File: config.mk
export PLATFORM = sky130hd
export DESIGN_NAME = whole_word_replace_filter_core
export DESIGN_NICKNAME = d
export VERILOG_FILES = /design/src/sv/wwrf_pkg.sv /design/src/sv/whole_word_replace_filter_core.sv /design/src/sv/wwrf_cell.sv
export SDC_FILE = /design/constraint.sdc
export NUM_CORES = 1
export LEC_CHECK = 0
export BUFFER_PORTS_ARGS = -buffer_cell sky130_fd_sc_hd__buf_4
export CORE_MARGIN = 2
export CORE_UTILIZATION = 50
export DETAILED_ROUTE_END_ITERATION = 7
export GPL_TIMING_DRIVEN = 0
export MAX_ROUTING_LAYER = met4
export PLACE_DENSITY_LB_ADDON = 0.1
export SLEW_MARGIN = 10
export SYNTH_ARGS = -nofsm -noshare
export SYNTH_HDL_FRONTEND = slang
export SYNTH_HIERARCHICAL = 1
export SYNTH_SLANG_ARGS = --single-unit
File: constraint.sdc
create_clock -name clk -period 6.15 [get_ports clk]
set_input_delay 0.3075 -clock clk [delete_from_list [all_inputs] [get_ports clk]]
set_output_delay 0.3075 -clock clk [all_outputs]
set_load 0.1 [all_outputs]
File: src/sv/wwrf_pkg.sv
`default_nettype none
// ----------------------------------------------------------------------------
// wwrf_pkg
// Shared constants, types and helpers of the whole-word replace filter.
// ----------------------------------------------------------------------------
package wwrf_pkg;

	localparam int CHAR_W     = 8;
	localparam int MAX_WORD   = 16;
	localparam int WORD_CHARS = 16;
	localparam int NUM_CELLS  = (MAX_WORD > WORD_CHARS) ? MAX_WORD : WORD_CHARS;
	localparam int CNT_W      = $clog2(NUM_CELLS + 1);
	localparam int LEN_W      = 5;
	localparam int CMP_W      = (CNT_W > LEN_W) ? CNT_W : LEN_W;
	localparam int CFG_IDX_W  = 3;
	localparam int CFG_DATA_W = 64;

	localparam logic [CHAR_W-1:0] SPACE_CHAR = 8'd32;

	localparam logic [CFG_IDX_W-1:0] CFG_SEARCH_LO  = 3'd0;
	localparam logic [CFG_IDX_W-1:0] CFG_SEARCH_HI  = 3'd1;
	localparam logic [CFG_IDX_W-1:0] CFG_SEARCH_LEN = 3'd2;
	localparam logic [CFG_IDX_W-1:0] CFG_REPL_LO    = 3'd3;
	localparam logic [CFG_IDX_W-1:0] CFG_REPL_HI    = 3'd4;
	localparam logic [CFG_IDX_W-1:0] CFG_REPL_LEN   = 3'd5;

	typedef struct packed {
		logic load;
		logic write;
		logic shift;
	} cell_ctrl_t;

	function automatic logic [CHAR_W-1:0] fold_case(input logic [CHAR_W-1:0] c);
		logic [CHAR_W-1:0] r;
		r = c;
		if (c >= 8'd65 && c <= 8'd90) begin
			r = c + 8'd32;
		end
		return r;
	endfunction

endpackage
`default_nettype wire

File: src/sv/whole_word_replace_filter_core.sv
`default_nettype none
// ----------------------------------------------------------------------------
// whole_word_replace_filter_core
// Whole-word, case-insensitive find and replace on a byte stream.
// ----------------------------------------------------------------------------
// Bytes of a line enter on the s_ side; words are collected in a chain of
// byte cells and leave on the m_ side once a space or the line end resolves
// them, replaced when they match the search word. A buffered letter is
// written into the chain; a space or pass-through byte drains the chain
// through its head cell into the output register, one byte per cycle while
// the output is free, and then leaves itself. A line end after a letter
// passes a resolve state first; an empty replacement emits nothing. Output
// backpressure stretches the drain. Configuration must be written only while
// the block is idle; the block itself does not enforce this.
// ----------------------------------------------------------------------------
module whole_word_replace_filter_core (
	input  wire logic                              clk,
	input  wire logic                              arst_n,
	input  wire logic                              cfg_we,
	input  wire logic [wwrf_pkg::CFG_IDX_W-1:0]    cfg_index,
	input  wire logic [wwrf_pkg::CFG_DATA_W-1:0]   cfg_data,
	input  wire logic                              s_tvalid,
	output logic                                   s_tready,
	input  wire logic [7:0]                        s_tdata,   // [7:0] in_char
	input  wire logic                              s_tlast,   // line_end
	output logic                                   m_tvalid,
	input  wire logic                              m_tready,
	output logic      [7:0]                        m_tdata,   // [7:0] out_char
	output logic                                   m_tuser,   // run_last
	output logic                                   m_tlast    // line_done
);
	import wwrf_pkg::*;

	localparam logic [1:0] ST_ACCEPT  = 2'd0;
	localparam logic [1:0] ST_RESOLVE = 2'd1;
	localparam logic [1:0] ST_DRAIN   = 2'd2;

	logic [CFG_DATA_W-1:0] search_lo_q, search_hi_q, repl_lo_q, repl_hi_q;
	logic [LEN_W-1:0]      search_len_q, repl_len_q;

	logic [1:0]        state_q, state_d;
	logic [CNT_W-1:0]  count_q, count_d;
	logic              pass_q, pass_d;
	logic [CHAR_W-1:0] extra_q, extra_d;
	logic              has_extra_q, has_extra_d;
	logic              last_q, last_d;

	logic              out_valid_q;
	logic [CHAR_W-1:0] out_char_q;
	logic              out_run_last_q, out_line_done_q;

	logic [2*CFG_DATA_W-1:0] search_bytes, repl_bytes;
	logic [CHAR_W-1:0]       cell_char [NUM_CELLS];
	logic [NUM_CELLS-1:0]    cell_hit, below;
	cell_ctrl_t              cell_ctrl [NUM_CELLS];

	logic              load, shift, write_en, emit, emit_last;
	logic [CHAR_W-1:0] emit_char;
	logic              word_hit, slen_ok, out_free;
	logic [CNT_W-1:0]  repl_count;

	assign search_bytes = {search_hi_q, search_lo_q};
	assign repl_bytes   = {repl_hi_q, repl_lo_q};

	always_ff @(posedge clk or negedge arst_n) begin
		if (!arst_n) begin
			search_lo_q  <= '0;
			search_hi_q  <= '0;
			search_len_q <= LEN_W'(1);
			repl_lo_q    <= '0;
			repl_hi_q    <= '0;
			repl_len_q   <= '0;
		end else if (cfg_we) begin
			unique case (cfg_index)
				CFG_SEARCH_LO:  search_lo_q  <= cfg_data;
				CFG_SEARCH_HI:  search_hi_q  <= cfg_data;
				CFG_SEARCH_LEN: search_len_q <= cfg_data[LEN_W-1:0];
				CFG_REPL_LO:    repl_lo_q    <= cfg_data;
				CFG_REPL_HI:    repl_hi_q    <= cfg_data;
				CFG_REPL_LEN:   repl_len_q   <= cfg_data[LEN_W-1:0];
				default: ;
			endcase
		end
	end

	for (genvar i = 0; i < NUM_CELLS; i++) begin : g_cell
		logic [CHAR_W-1:0] s_char, r_char, n_char;
		if (i < WORD_CHARS) begin : g_reg
			assign s_char = search_bytes[CHAR_W*i +: CHAR_W];
			assign r_char = repl_bytes[CHAR_W*i +: CHAR_W];
		end else begin : g_zero
			assign s_char = '0;
			assign r_char = '0;
		end
		if (i == NUM_CELLS - 1) begin : g_tail
			assign n_char = '0;
		end else begin : g_link
			assign n_char = cell_char[i+1];
		end
		assign below[i]           = (CNT_W'(i) < count_q);
		assign cell_ctrl[i].load  = load;
		assign cell_ctrl[i].shift = shift;
		assign cell_ctrl[i].write = write_en && (CNT_W'(i) == count_q);

		wwrf_cell u_cell (
			.clk          (clk),
			.ctrl         (cell_ctrl[i]),
			.in_char      (s_tdata),
			.search_char  (s_char),
			.replace_char (r_char),
			.next_char    (n_char),
			.char_out     (cell_char[i]),
			.hit          (cell_hit[i])
		);
	end

	assign slen_ok    = (search_len_q != '0) && (search_len_q <= LEN_W'(WORD_CHARS));
	assign word_hit   = (count_q != '0) && slen_ok
	                    && (CMP_W'(count_q) == CMP_W'(search_len_q))
	                    && (&(cell_hit | ~below));
	assign repl_count = (repl_len_q > LEN_W'(WORD_CHARS)) ? CNT_W'(WORD_CHARS)
	                                                      : CNT_W'(repl_len_q);
	assign out_free   = !out_valid_q || m_tready;
	assign s_tready   = (state_q == ST_ACCEPT);

	always_comb begin
		state_d     = state_q;
		count_d     = count_q;
		pass_d      = pass_q;
		extra_d     = extra_q;
		has_extra_d = has_extra_q;
		last_d      = last_q;
		load        = 1'b0;
		shift       = 1'b0;
		write_en    = 1'b0;
		emit        = 1'b0;
		emit_last   = 1'b0;
		emit_char   = extra_q;
		unique case (state_q)
			ST_ACCEPT: begin
				if (s_tvalid) begin
					last_d = s_tlast;
					if (s_tdata == SPACE_CHAR) begin
						if (!pass_q && word_hit) begin
							load    = 1'b1;
							count_d = repl_count;
						end
						extra_d     = s_tdata;
						has_extra_d = 1'b1;
						pass_d      = 1'b0;
						state_d     = ST_DRAIN;
					end else if (pass_q || count_q >= CNT_W'(MAX_WORD)) begin
						extra_d     = s_tdata;
						has_extra_d = 1'b1;
						pass_d      = !s_tlast;
						state_d     = ST_DRAIN;
					end else begin
						write_en = 1'b1;
						count_d  = count_q + CNT_W'(1);
						if (s_tlast) begin
							state_d = ST_RESOLVE;
						end
					end
				end
			end
			ST_RESOLVE: begin
				if (word_hit) begin
					load    = 1'b1;
					count_d = repl_count;
				end
				has_extra_d = 1'b0;
				state_d     = ST_DRAIN;
			end
			ST_DRAIN: begin
				if (count_q == '0 && !has_extra_q) begin
					state_d = ST_ACCEPT;
				end else if (out_free) begin
					emit = 1'b1;
					if (count_q != '0) begin
						emit_char = cell_char[0];
						shift     = 1'b1;
						count_d   = count_q - CNT_W'(1);
						emit_last = (count_q == CNT_W'(1)) && !has_extra_q;
					end else begin
						has_extra_d = 1'b0;
						emit_last   = 1'b1;
					end
					if (emit_last) begin
						state_d = ST_ACCEPT;
					end
				end
			end
			default: state_d = ST_ACCEPT;
		endcase
	end

	always_ff @(posedge clk or negedge arst_n) begin
		if (!arst_n) begin
			state_q     <= ST_ACCEPT;
			count_q     <= '0;
			pass_q      <= 1'b0;
			has_extra_q <= 1'b0;
			last_q      <= 1'b0;
			out_valid_q <= 1'b0;
		end else begin
			state_q     <= state_d;
			count_q     <= count_d;
			pass_q      <= pass_d;
			has_extra_q <= has_extra_d;
			last_q      <= last_d;
			if (emit) begin
				out_valid_q <= 1'b1;
			end else if (m_tready) begin
				out_valid_q <= 1'b0;
			end
		end
	end

	always_ff @(posedge clk) begin
		extra_q <= extra_d;
		if (emit) begin
			out_char_q      <= emit_char;
			out_run_last_q  <= emit_last;
			out_line_done_q <= emit_last && last_q;
		end
	end

	assign m_tvalid = out_valid_q;
	assign m_tdata  = out_char_q;
	assign m_tuser  = out_run_last_q;
	assign m_tlast  = out_line_done_q;

endmodule
`default_nettype wire

File: src/sv/wwrf_cell.sv
`default_nettype none
// ----------------------------------------------------------------------------
// wwrf_cell
// One byte slot of the word chain: holds a byte and its case-folded match
// against the search byte of the same position; loads, captures or shifts.
// ----------------------------------------------------------------------------
module wwrf_cell (
	input  wire logic                      clk,
	input  wire wwrf_pkg::cell_ctrl_t      ctrl,
	input  wire logic [wwrf_pkg::CHAR_W-1:0] in_char,
	input  wire logic [wwrf_pkg::CHAR_W-1:0] search_char,
	input  wire logic [wwrf_pkg::CHAR_W-1:0] replace_char,
	input  wire logic [wwrf_pkg::CHAR_W-1:0] next_char,
	output logic      [wwrf_pkg::CHAR_W-1:0] char_out,
	output logic                           hit
);
	import wwrf_pkg::*;

	logic [CHAR_W-1:0] char_q;
	logic              hit_q;

	always_ff @(posedge clk) begin
		priority if (ctrl.load) begin
			char_q <= replace_char;
		end else if (ctrl.write) begin
			char_q <= in_char;
			hit_q  <= (fold_case(in_char) == fold_case(search_char));
		end else if (ctrl.shift) begin
			char_q <= next_char;
		end else begin
			char_q <= char_q;
		end
	end

	assign char_out = char_q;
	assign hit      = hit_q;

endmodule
`default_nettype wire
==> results of run 1 <==
[flip-flops by register name (all words and copies together) (netlist names)]
| register | count |
|---|---|
| g_cell.u_cell/char_out | 128 |
| search_hi_q | 64 |
| last_q | 1 |
| repl_hi_q | 64 |
| extra_q | 8 |
| repl_len_q | 5 |
| m_tuser | 1 |
| search_len_q | 5 |
| m_tlast | 1 |
| g_cell.u_cell/hit | 16 |
| m_tvalid | 1 |
| pass_q | 1 |
| m_tdata | 8 |
| repl_lo_q | 64 |
| count_q | 5 |
| state_q | 2 |
| search_lo_q | 64 |
| has_extra_q | 1 |
[area by class of cell]
type,count,area [um2]
antenna,1,2.50
buffer,69,320
clock buffer,78,1460
clock inverter,12,80.1
fill,3802,18700
inverter,77,289
multi-input combinational,1368,10500
sequential,439,11800
tap,600,751
timing repair buffer,155,1380
[kinds of logic after synthesis]
| group | Yosys count | synth area share |
|---|---|---|
| DFF | 439 | 0.515 |
| and+or+nand+nor | 437 | 0.0904 |
| muxes | 401 | 0.190 |
| AOI/OAI and AO/OA | 343 | 0.102 |
| buffers and inverters | 146 | 0.0266 |
| xor gates and xnor gates | 138 | 0.0528 |
| adders and majority gates | 41 | 0.0224 |
| other | 1 | 0.000164 |
[worst min path at each step]
stage / cells past startpoint / slack, ps / from / endpoint
6_report: 2 / 30 / cfg_data[23] / repl_lo_q[23]
5_1_grt: 2 / 10 / cfg_data[61] / repl_hi_q[61]
4_1_cts: 2 / 2 / cfg_data[0] / search_hi_q[0]
3_5_place_dp: 1 / 310 / arst_n / search_lo_q[4]
3_3_place_gp: 1 / 470 / repl_hi_q[3] / repl_hi_q[3]
2_1_floorplan: 0 / 10 / arst_n / count_q[0]
[power by group through the flow]
stage | clock, W | sequential [W] | combinational, W
finish | 0.00282 | 0.00466 | 0.00288
global route | 0.00300 | 0.00476 | 0.00316
CTS | 0.00289 | 0.00466 | 0.00288
detailed placement | 0 | 0.00470 | 0.00284
global placement | 0 | 0.00468 | 0.00276
floorplan | 0 | 0.00477 | 0.00187
[cell usage in the layout (no fill, tap or decap), types with 4 or more instances in the layout]
| cell | netlist | routed |
|---|---|---|
| dfrtp_1 | 276 | 276 |
| mux2_2 | 250 | 250 |
| nand2_1 | 211 | 211 |
| edfxtp_1 | 162 | 162 |
| o21ai_0 | 138 | 138 |
| mux2i_1 | 131 | 131 |
| xor2_1 | 101 | 101 |
| buf_4 | 1 | 92 |
| clkbuf_1 | 59 | 78 |
| inv_1 | 74 | 74 |
| nor3_1 | 70 | 69 |
| dlygate4sd3_1 | 0 | 59 |
| clkbuf_16 | 0 | 51 |
| a21oi_1 | 49 | 49 |
| ha_1 | 41 | 41 |
| nor2_1 | 39 | 39 |
| xnor2_1 | 37 | 37 |
| a31oi_1 | 34 | 34 |
| a21boi_0 | 32 | 32 |
| nand3_1 | 25 | 25 |
| nor2b_1 | 20 | 20 |
| nor4_1 | 19 | 19 |
| or4_1 | 17 | 17 |
| a41oi_1 | 17 | 17 |
| or3_1 | 17 | 17 |
| mux2_1 | 17 | 17 |
| a2bb2oi_1 | 17 | 17 |
| o22a_2 | 16 | 16 |
| a41oi_2 | 16 | 16 |
| clkbuf_8 | 3 | 11 |
| conb_1 | 1 | 8 |
| clkinv_2 | 0 | 7 |
| buf_6 | 3 | 4 |
[repair_timing]
action	4_1_cts	5_1_grt
endpoints found under the hold margin	271	0
resized for setup	0	0
hold buffers	59	0
[layer usage]
layer  share of wire  global-route usage  vias up
li1                -                   -     7551
met1            0.45               0.346     8027
met2            0.49               0.429      340
met3           0.038              0.0285       93
met4           0.024              0.0751        0
met5               0                   -        -
[per-stage QoR]
step / instance area, um2 / TNS [ps] / hold WS (ps) / utilization
floorplan: 22900 / 0 / 11.9 / -
global placement: 24400 / -60320 / 471 / 0.538
detailed placement: 24500 / 0 / 308 / 0.541
CTS: 26600 / 0 / 2.38 / 0.588
global route: 26600 / 0 / 13.9 / 0.588
finish: 26600 / 0 / 28.2 / 0.588
[worst max-delay path, delay by kind of cell, from the launching register on]
| family | cells | cell delay (ps) |
|---|---|---|
| DFF | 1 | 400 |
| AOI/OAI and AO/OA | 3 | 1450 |
| buffers and inverters | 4 | 1300 |
| and+or+nand+nor | 2 | 450 |
| adders and majority gates | 1 | 330 |
==> reports/summary.txt, run 1 <==
Setup crit end - g_cell[11].u_cell/char_out[3]
share of power burned in registers - 0.450
critical path startpoint - count_q[0]
clock skew - 21.5 ps
Clk Latency, worst-skew pair - 590 ps
first-pass GRT wire length - 92800 um
Max Slew Vio Count - 0
maximum fanout along the worst path - 78
sw power - 0.00341 W
Layout Nets - 2280
core footprint - 0.0453 mm2
Most used DFF post-synth - dfrtp_1
DP HPWL - 37800 um
Crit Path Category - flop to flop
cell with the most instances after synthesis - dfrtp_1
Die ar. - 0.0475 mm2
Logic pwr share - 0.278
maximum root-to-sink buffer count - 3
Critical Path Source Type - flop
pin count of the biggest net entering global routing - 109
# Post-CTS Setup Buffers - 0
R2R Path Start - count_q[0]
routed wire length - 59500 um
global-route usage over all layers - 0.262
WP data required - 6440 ps
worst r2r dst - g_cell[11].u_cell/char_out[3]
vias post-DR - 16000
Inst Count DP - 2649
Final min period - 4270 ps
asr flop ratio synth - 0.631
largest cells by area after synthesis - dfrtp_1 (30%), edfxtp_1 (21%), mux2_2 (12%)
H-tree levels - 2
Post-synth top cells - dfrtp_1 (276), mux2_2 (250), nand2_1 (211), edfxtp_1 (162), o21ai_0 (138)
r2r setup slk - 1880 ps
Yosys reg bits - 439
Overflow after GRT - 0
min-delay worst type - input port to flop
RSZ-0062 raised after global routing - no
MaxCap Viol Count - 0
Placer Congestion - 0.851
Max Freq - 0.234 GHz
pwr dens - 389 mW/mm2
Sw Ratio - 0.330
number of remaining DRC errors - 0
non-filler cells in the finished layout - 2799
sequential fraction of the synthesis area - 0.515
crit end category - flop
final period utilization - 0.695
Max VDD drop - 572 uV
critical path cell sequence - clkbuf_1 > inv_2 > ha_1 > a2111oi_1 > nand4_4 > nor2_2 > o21a_4 > buf_16 > clkbuf_1 > o21ai_0
CP max-delay cell - o21a_4
yosys warns - 6
number of I/O pins - 93
crit-path max cell delay - 650 ps
CTS tree - built
Port Buffers - 92
initial antenna violation count - 3
EDFF count, synth - 162
cells after synthesis - 1946
Slew HR - 0.183
number of global-route vias before repair - 16100
Synth top area share - 0.301
final antenna-violating net count - 0
DP Worst Slack - 1940 ps
share of cells above drive strength 1 - 0.218
CP Data Arrival Time - 4560 ps
clock share of power - 0.272
Total Power - 0.0104 W
Root Driver - clkbuf_16
drt wl/cell - 21.3 um
status - completed
Syn Area/Cell - 11.8 um2
Distinct cells, synth - 67
dominant cell type by area after synthesis - dfrtp_1
die height - 218 um
Leakage - 10.2 nW
Sink Count - 439
initial core utilization - 0.506
CTS buffer count - 48
Initial DRC Count - 1180
drt pass-1 iters - 5
most used cell, CP - clkbuf_1
Worst Max-Slew Pin Slew - 1230 ps
Final Hold Viols - 0
post-route setup slack - 1880 ps
Worst-path clk slew - 60 ps
Die X-Extent - 218 um
Vias/cell - 5.72
Area Growth Syn to Fin - 16.2%
row cnt - 78
Cell Area, Synth - 0.0229 mm2
r2r worst-path depth - 10
Int Pwr - 0.00694 W
# setup viols final - 0
Power figures use the tool's default switching activity.
==> inputs of run 2 (changes only) <==
Clock period 6.15 ns to 4.26 ns, I/O delays scaled along.
==> reports/summary.txt, run 2 (same netlist as run 1, synthesis figures left out) <==
WP data required - 4520 ps (was 6440 ps)
initial core utilization - 0.506 (unchanged)
Area Growth Syn to Fin - 16.8% (was 16.2%)
crit end category - flop (unchanged)
maximum root-to-sink buffer count - 3 (unchanged)
critical path cell sequence - clkbuf_2 > inv_2 > ha_1 > a2111oi_1 > nand4_4 > nor2_2 > o21a_4 > buf_16 > clkbuf_1 > o21ai_0 (was clkbuf_1 > inv_2 > ha_1 > a2111oi_1 > nand4_4 > nor2_2 > o21a_4 > buf_16 > clkbuf_1 > o21ai_0)
H-tree levels - 2 (unchanged)
final antenna-violating net count - 0 (unchanged)
number of global-route vias before repair - 16300 (was 16100)
RSZ-0062 raised after global routing - no (unchanged)
Max Freq - 0.248 GHz (was 0.234 GHz)
Vias/cell - 5.78 (was 5.72)
GRT Max-Usage Layer - met2 (unchanged)
r2r worst-path depth - 10 (unchanged)
Util after Layout - 0.591 (was 0.588)
Area after DPL - 0.0245 mm2 (unchanged)
crit-path max cell delay - 600 ps (was 650 ps)
CTS tree - built (unchanged)
Placer Congestion - 0.849 (was 0.851)
Port Buffers - 92 (unchanged)
CP max-delay cell - a2111oi_1 (was o21a_4)
Die ar. - 0.0475 mm2 (unchanged)
min-delay worst type - input port to flop (unchanged)
register area - 0.0118 mm2 (unchanged)
vias post-DR - 16200 (was 16000)
maximum fanout along the worst path - 83 (was 78)
Clk Latency, worst-skew pair - 580 ps (was 590 ps)
number of remaining DRC errors - 0 (unchanged)
R2R Path Start - count_q[0] (unchanged)
die height - 218 um (unchanged)
Filler Cell Count - 3762 (was 3802)
Max VDD drop - 713 uV (was 572 uV)
# setup viols final - 0 (unchanged)
Final Hold Viols - 0 (unchanged)
CP Data Arrival Time - 4300 ps (was 4560 ps)
Worst-path clk slew - 60 ps (about the same)
Layout Nets - 2290 (was 2280)
MaxCap Viol Count - 0 (unchanged)
# Post-CTS Setup Buffers - 0 (unchanged)
pwr dens - 563 mW/mm2 (was 389 mW/mm2)
pin count of the biggest net entering global routing - 104 (was 109)
first-pass GRT wire length - 93600 um (was 92800 um)
worst r2r dst - g_cell[10].u_cell/char_out[3] (was g_cell[11].u_cell/char_out[3])
core footprint - 0.0453 mm2 (unchanged)
drt pass-1 iters - 6 (was 5)
DP HPWL - 38200 um (was 37800 um)
Final min period - 4040 ps (was 4270 ps)
Hold Path Depth - 4 (was 2)
CTS buffer count - 48 (unchanged)
r2r setup slk - 220 ps (was 1880 ps)
Critical Path Source Type - flop (unchanged)
Worst Max-Slew Pin Slew - 1180 ps (was 1230 ps)
row cnt - 78 (unchanged)
Crit Path Category - flop to flop (unchanged)
drt wl/cell - 21.6 um (was 21.3 um)
Hold WS - 41.3 ps (was 28.2 ps)
Global Route met3 Usage - 0.0378 (was 0.0285)
met1 Usage GRT - 0.341 (was 0.346)
Die X-Extent - 218 um (unchanged)
Slew HR - 0.209 (was 0.183)
number of I/O pins - 93 (unchanged)
Root Driver - clkbuf_16 (unchanged)
max FFs per register - 128 (unchanged)
initial antenna violation count - 1 (was 3)
share of cells above drive strength 1 - 0.219 (was 0.218)
Setup crit end - g_cell[10].u_cell/char_out[3] (was g_cell[11].u_cell/char_out[3])
grt met2 use - 0.439 (was 0.429)
final instance area - 0.0268 mm2 (was 0.0266 mm2)
Initial DRC Count - 1086 (was 1180)
clock skew - 17.9 ps (was 21.5 ps)
critical path startpoint - count_q[0] (unchanged)
global-route usage over all layers - 0.265 (was 0.262)
Multi-input gate area - 0.0106 mm2 (was 0.0105 mm2)
routed wire length - 60600 um (was 59500 um)
most common cell after layout, fill and taps aside - dfrtp_1 (unchanged)
Overflow after GRT - 0 (unchanged)
status - completed (unchanged)
final period utilization - 0.948 (was 0.695)
Sink Count - 439 (unchanged)
commonest cells after routing, fill and taps aside - dfrtp_1 (276), mux2_2 (250), nand2_1 (211) (unchanged)
Leakage - 10.3 nW (was 10.2 nW)
Max Slew Vio Count - 0 (unchanged)
run 2: area by class of cell:
| class | count | area share |
|---|---|---|
| clock buffer | 74 | 0.0535 |
| multi-input combinational | 1370 | 0.394 |
| inverter | 77 | 0.0108 |
| clock inverter | 14 | 0.00570 |
| tap | 600 | 0.0280 |
| sequential | 439 | 0.441 |
| antenna | 1 | 0.0000935 |
| buffer | 69 | 0.0120 |
| timing repair buffer | 163 | 0.0546 |
run 2: timing repair:
| item | 4_1_cts | 5_1_grt |
|---|---|---|
| setup endpoints to repair | 3 | 64 |
| hold buffers | 67 | 0 |
| gates resized for setup | 0 | 2 |
| hold endpoints to repair | 340 | 0 |
| gates cloned | 1 | 1 |
run 2: worst min-delay path by stage:
stage | startpoint | to
2_1_floorplan | arst_n | count_q[0]
3_5_place_dp | arst_n | search_lo_q[4]
5_1_grt | m_tready | m_tvalid
3_3_place_gp | repl_hi_q[3] | repl_hi_q[3]
6_report | m_tready | has_extra_q
4_1_cts | m_tready | has_extra_q
run 2: worst max-delay path: cells and delay by family (launching register included):
kind,cells,cell delay (ps)
AND/OR/NAND/NOR,2,630
AO/OA/AOI/OAI,3,1280
buffers and inverters,4,1040
flip-flops,1,420
adder cells (fa/ha/maj),1,310
run 2: routing by layer:
metal | routed length (um) | vias to the layer above
met1 | 26700 | 8145
met2 | 29400 | 396
met3 | 2840 | 106
li1 | - | 7576
met5 | 0 | -
met4 | 1680 | 0
run 2: per-stage QoR:
| step | setup slack (ps) | cells | setup TNS, ps | total power [W] |
|---|---|---|---|---|
| global route | 29.1 | 2807 | 0 | 0.0159 |
| finish | 223 | 2807 | 0 | 0.0151 |
| floorplan | 521 | 1953 | 0 | 0.00958 |
| global placement | -854 | 2645 | -182750 | 0.0107 |
| CTS | 18.9 | 2805 | 0 | 0.0152 |
| detailed placement | 33.8 | 2649 | 0 | 0.0109 |
run 2: power by group:
group | switching, W | leakage [nW] | internal [W]
combinational | 0.00246 | 4.67 | 0.00171
clock | 0.00170 | 0.780 | 0.00249
sequential | 0.000752 | 4.86 | 0.00597
==> inputs of run 3 (changes only) <==
Settings changed: ABC_AREA set to 1, CAP_MARGIN set to 20, CORE_MARGIN 2 to 1.
==> reports/summary.txt, run 3 <==
EDFF count, synth - 162 (unchanged)
Vias/cell - 5.25 (was 5.78)
RSZ-0062 raised after global routing - no (unchanged)
die height - 221 um (was 218 um)
row cnt - 80 (was 78)
Area after DPL - 0.0257 mm2 (was 0.0245 mm2)
# setup viols final - 0 (unchanged)
WP data required - 4500 ps (was 4520 ps)
Leakage - 13.2 nW (was 10.3 nW)
sequential fraction of the synthesis area - 0.490 (was 0.515)
Crit Path Category - flop to flop (unchanged)
clock skew - 21.5 ps (was 17.9 ps)
final period utilization - 0.857 (was 0.948)
routed wire length - 69000 um (was 60600 um)
Synth top area share - 0.287 (was 0.301)
Cell Area, Synth - 0.0241 mm2 (was 0.0229 mm2)
crit end category - flop (unchanged)
Most used DFF post-synth - dfrtp_1 (unchanged)
Sink Count - 439 (unchanged)
Die ar. - 0.0490 mm2 (was 0.0475 mm2)
Max VDD drop - 341 uV (was 713 uV)
min-delay worst type - input port to flop (unchanged)
number of I/O pins - 93 (unchanged)
Layout Nets - 3460 (was 2290)
maximum fanout along the worst path - 10 (was 83)
CTS buffer count - 47 (was 48)
cell with the most instances after synthesis - nand2_1 (was dfrtp_1)
Area Growth Syn to Fin - 16.1% (was 16.8%)
commonest cells after routing, fill and taps aside - nand2_1 (1173), inv_1 (337), o21ai_0 (313) (was dfrtp_1 (276), mux2_2 (250), nand2_1 (211))
Final min period - 3650 ps (was 4040 ps)
critical path startpoint - count_q[1] (was count_q[0])
r2r setup slk - 610 ps (was 220 ps)
Clk Latency, worst-skew pair - 580 ps (about the same)
Slew HR - 0.210 (was 0.209)
initial core utilization - 0.505 (was 0.506)
yosys warns - 6 (unchanged)
final antenna-violating net count - 0 (unchanged)
cells after synthesis - 3127 (was 1946)
R2R Path Start - count_q[1] (was count_q[0])
H-tree levels - 2 (unchanged)
Util after Layout - 0.587 (was 0.591)
DP HPWL - 46100 um (was 38200 um)
pwr dens - 512 mW/mm2 (was 563 mW/mm2)
maximum root-to-sink buffer count - 3 (unchanged)
Final Hold Viols - 0 (unchanged)
Setup crit end - g_cell[13].u_cell/char_out[0] (was g_cell[10].u_cell/char_out[3])
Yosys reg bits - 439 (unchanged)
initial antenna violation count - 0 (was 1)
Port Buffers - 92 (unchanged)
status - completed (unchanged)
Syn Area/Cell - 7.70 um2 (was 11.8 um2)
Placer Congestion - 0.926 (was 0.849)
CTS tree - built (unchanged)
drt pass-1 iters - 6 (unchanged)
Distinct cells, synth - 38 (was 67)
most common cell after layout, fill and taps aside - nand2_1 (was dfrtp_1)
core footprint - 0.0476 mm2 (was 0.0453 mm2)
dominant cell type by area after synthesis - dfrtp_1 (unchanged)
share of cells above drive strength 1 - 0.0963 (was 0.219)
number of remaining DRC errors - 0 (unchanged)
global-route usage over all layers - 0.294 (was 0.265)
Die X-Extent - 221 um (was 218 um)
final instance area - 0.0280 mm2 (was 0.0268 mm2)
number of global-route vias before repair - 20200 (was 16300)
CP Data Arrival Time - 3890 ps (was 4300 ps)
drt wl/cell - 17.3 um (was 21.6 um)
first-pass GRT wire length - 110000 um (was 93600 um)
worst r2r dst - g_cell[13].u_cell/char_out[0] (was g_cell[10].u_cell/char_out[3])
Worst Max-Slew Pin Slew - 1190 ps (was 1180 ps)
max FFs per register - 128 (unchanged)
Critical Path Source Type - flop (unchanged)
asr flop ratio synth - 0.631 (unchanged)
Overflow after GRT - 0 (unchanged)
vias post-DR - 21000 (was 16200)
Max Freq - 0.274 GHz (was 0.248 GHz)
r2r worst-path depth - 15 (was 10)
Root Driver - clkbuf_16 (unchanged)
pin count of the biggest net entering global routing - 106 (was 104)
Worst-path clk slew - 60 ps (about the same)
# diodes - 0 (was 1)
MaxCap Viol Count - 0 (unchanged)
Max Slew Vio Count - 0 (unchanged)
Post-synth top cells - nand2_1 (1173), inv_1 (337), o21ai_0 (313), dfrtp_1 (276), nor2_1 (252) (was dfrtp_1 (276), mux2_2 (250), nand2_1 (211), edfxtp_1 (162), o21ai_0 (138))
largest cells by area after synthesis - dfrtp_1 (29%), edfxtp_1 (20%), nand2_1 (18%) (was dfrtp_1 (30%), edfxtp_1 (21%), mux2_2 (12%))
Initial DRC Count - 1774 (was 1086)
[run 3: cell types whose count changed after synthesis, moves of 175 or more]
cell	previous run	this run
o21ai_0	138	313
nand2_1	211	1173
mux2_2	250	0
nand3_1	25	201
inv_1	74	337
nor2_1	39	252
[run 3: worst min path at each step]
stage               slack, ps         endpoint     startpoint  cells past startpoint
floorplan                 -80       count_q[0]         arst_n                      0
global placement          470    repl_hi_q[50]  repl_hi_q[50]                      2
detailed placement        230  search_hi_q[37]         arst_n                      1
finish                     10    repl_lo_q[12]   cfg_data[12]                      3
global route              0.3  search_hi_q[19]   cfg_data[19]                      3
CTS                       0.1    repl_hi_q[36]   cfg_data[36]                      3
[run 3: repair_timing]
item,in CTS,in global routing
setup endpoints to repair,0,120
endpoints found under the hold margin,231,0
gates resized for setup,0,0
hold buffers,53,0
setup buffers,0,2
[run 3: stage by stage]
step,power (W),TNS (ps),setup WS [ps],hold slack (ps),cells
final,0.0143,0,609,11.8,3991
after global routing,0.0152,0,253,0.276,3991
after CTS,0.0143,0,339,0.135,3985
after detailed placement,0.0101,0,160,228,3845
after global placement,0.00992,-253390,-1080,469,3841
after floorplan,0.00885,0,1080,-82.6,3134
[run 3: metal layers]
metal,share of wire,vias to the layer above,track usage
li1,-,10300,-
met5,0,-,-
met1,0.44,10000,0.386
met4,0.028,0,0.104
met3,0.052,114,0.0324
met2,0.48,584,0.476
[run 3: area by class of cell]
class | instances | area, um2
buffer | 75 | 287
clock buffer | 61 | 1340
clock inverter | 26 | 259
fill | 4373 | 19700
inverter | 356 | 1340
multi-input combinational | 2264 | 10700
sequential | 439 | 11800
tap | 615 | 769
timing repair buffer | 155 | 1470
[run 3: kinds of logic (layout without fill, tap and decap cells)]
group                      after synthesis  count (layout)  synth area share
buffers and inverters                  431             673            0.0675
adders and majority gates               41              41            0.0213
and+or+nand+nor                       1798            1798             0.321
xor gates and xnor gates                80              80            0.0291
DFF                                    439             439             0.490
other                                    1               8          0.000156
AOI/OAI and AO/OA                      337             337            0.0712
[run 3: critical path, cell delays in order (launching register included)]
cell      delay [ps]
dfrtp_1          510
inv_1            240
ha_1             240
nand2_1          200
nor2_2           130
nor2_1           120
nand2_1           60
nor2_1            80
nand2_1           70
nor2_2           190
nand2_2          140
a21oi_4          210
buf_12           160
clkbuf_1         360
nor2_1           230
nand2_1          340
[run 3: where the power goes]
group	total [W]	switching, W	internal [W]
sequential	0.00627	0.000661	0.00561
clock	0.00423	0.00171	0.00253
combinational	0.00381	0.00252	0.00129
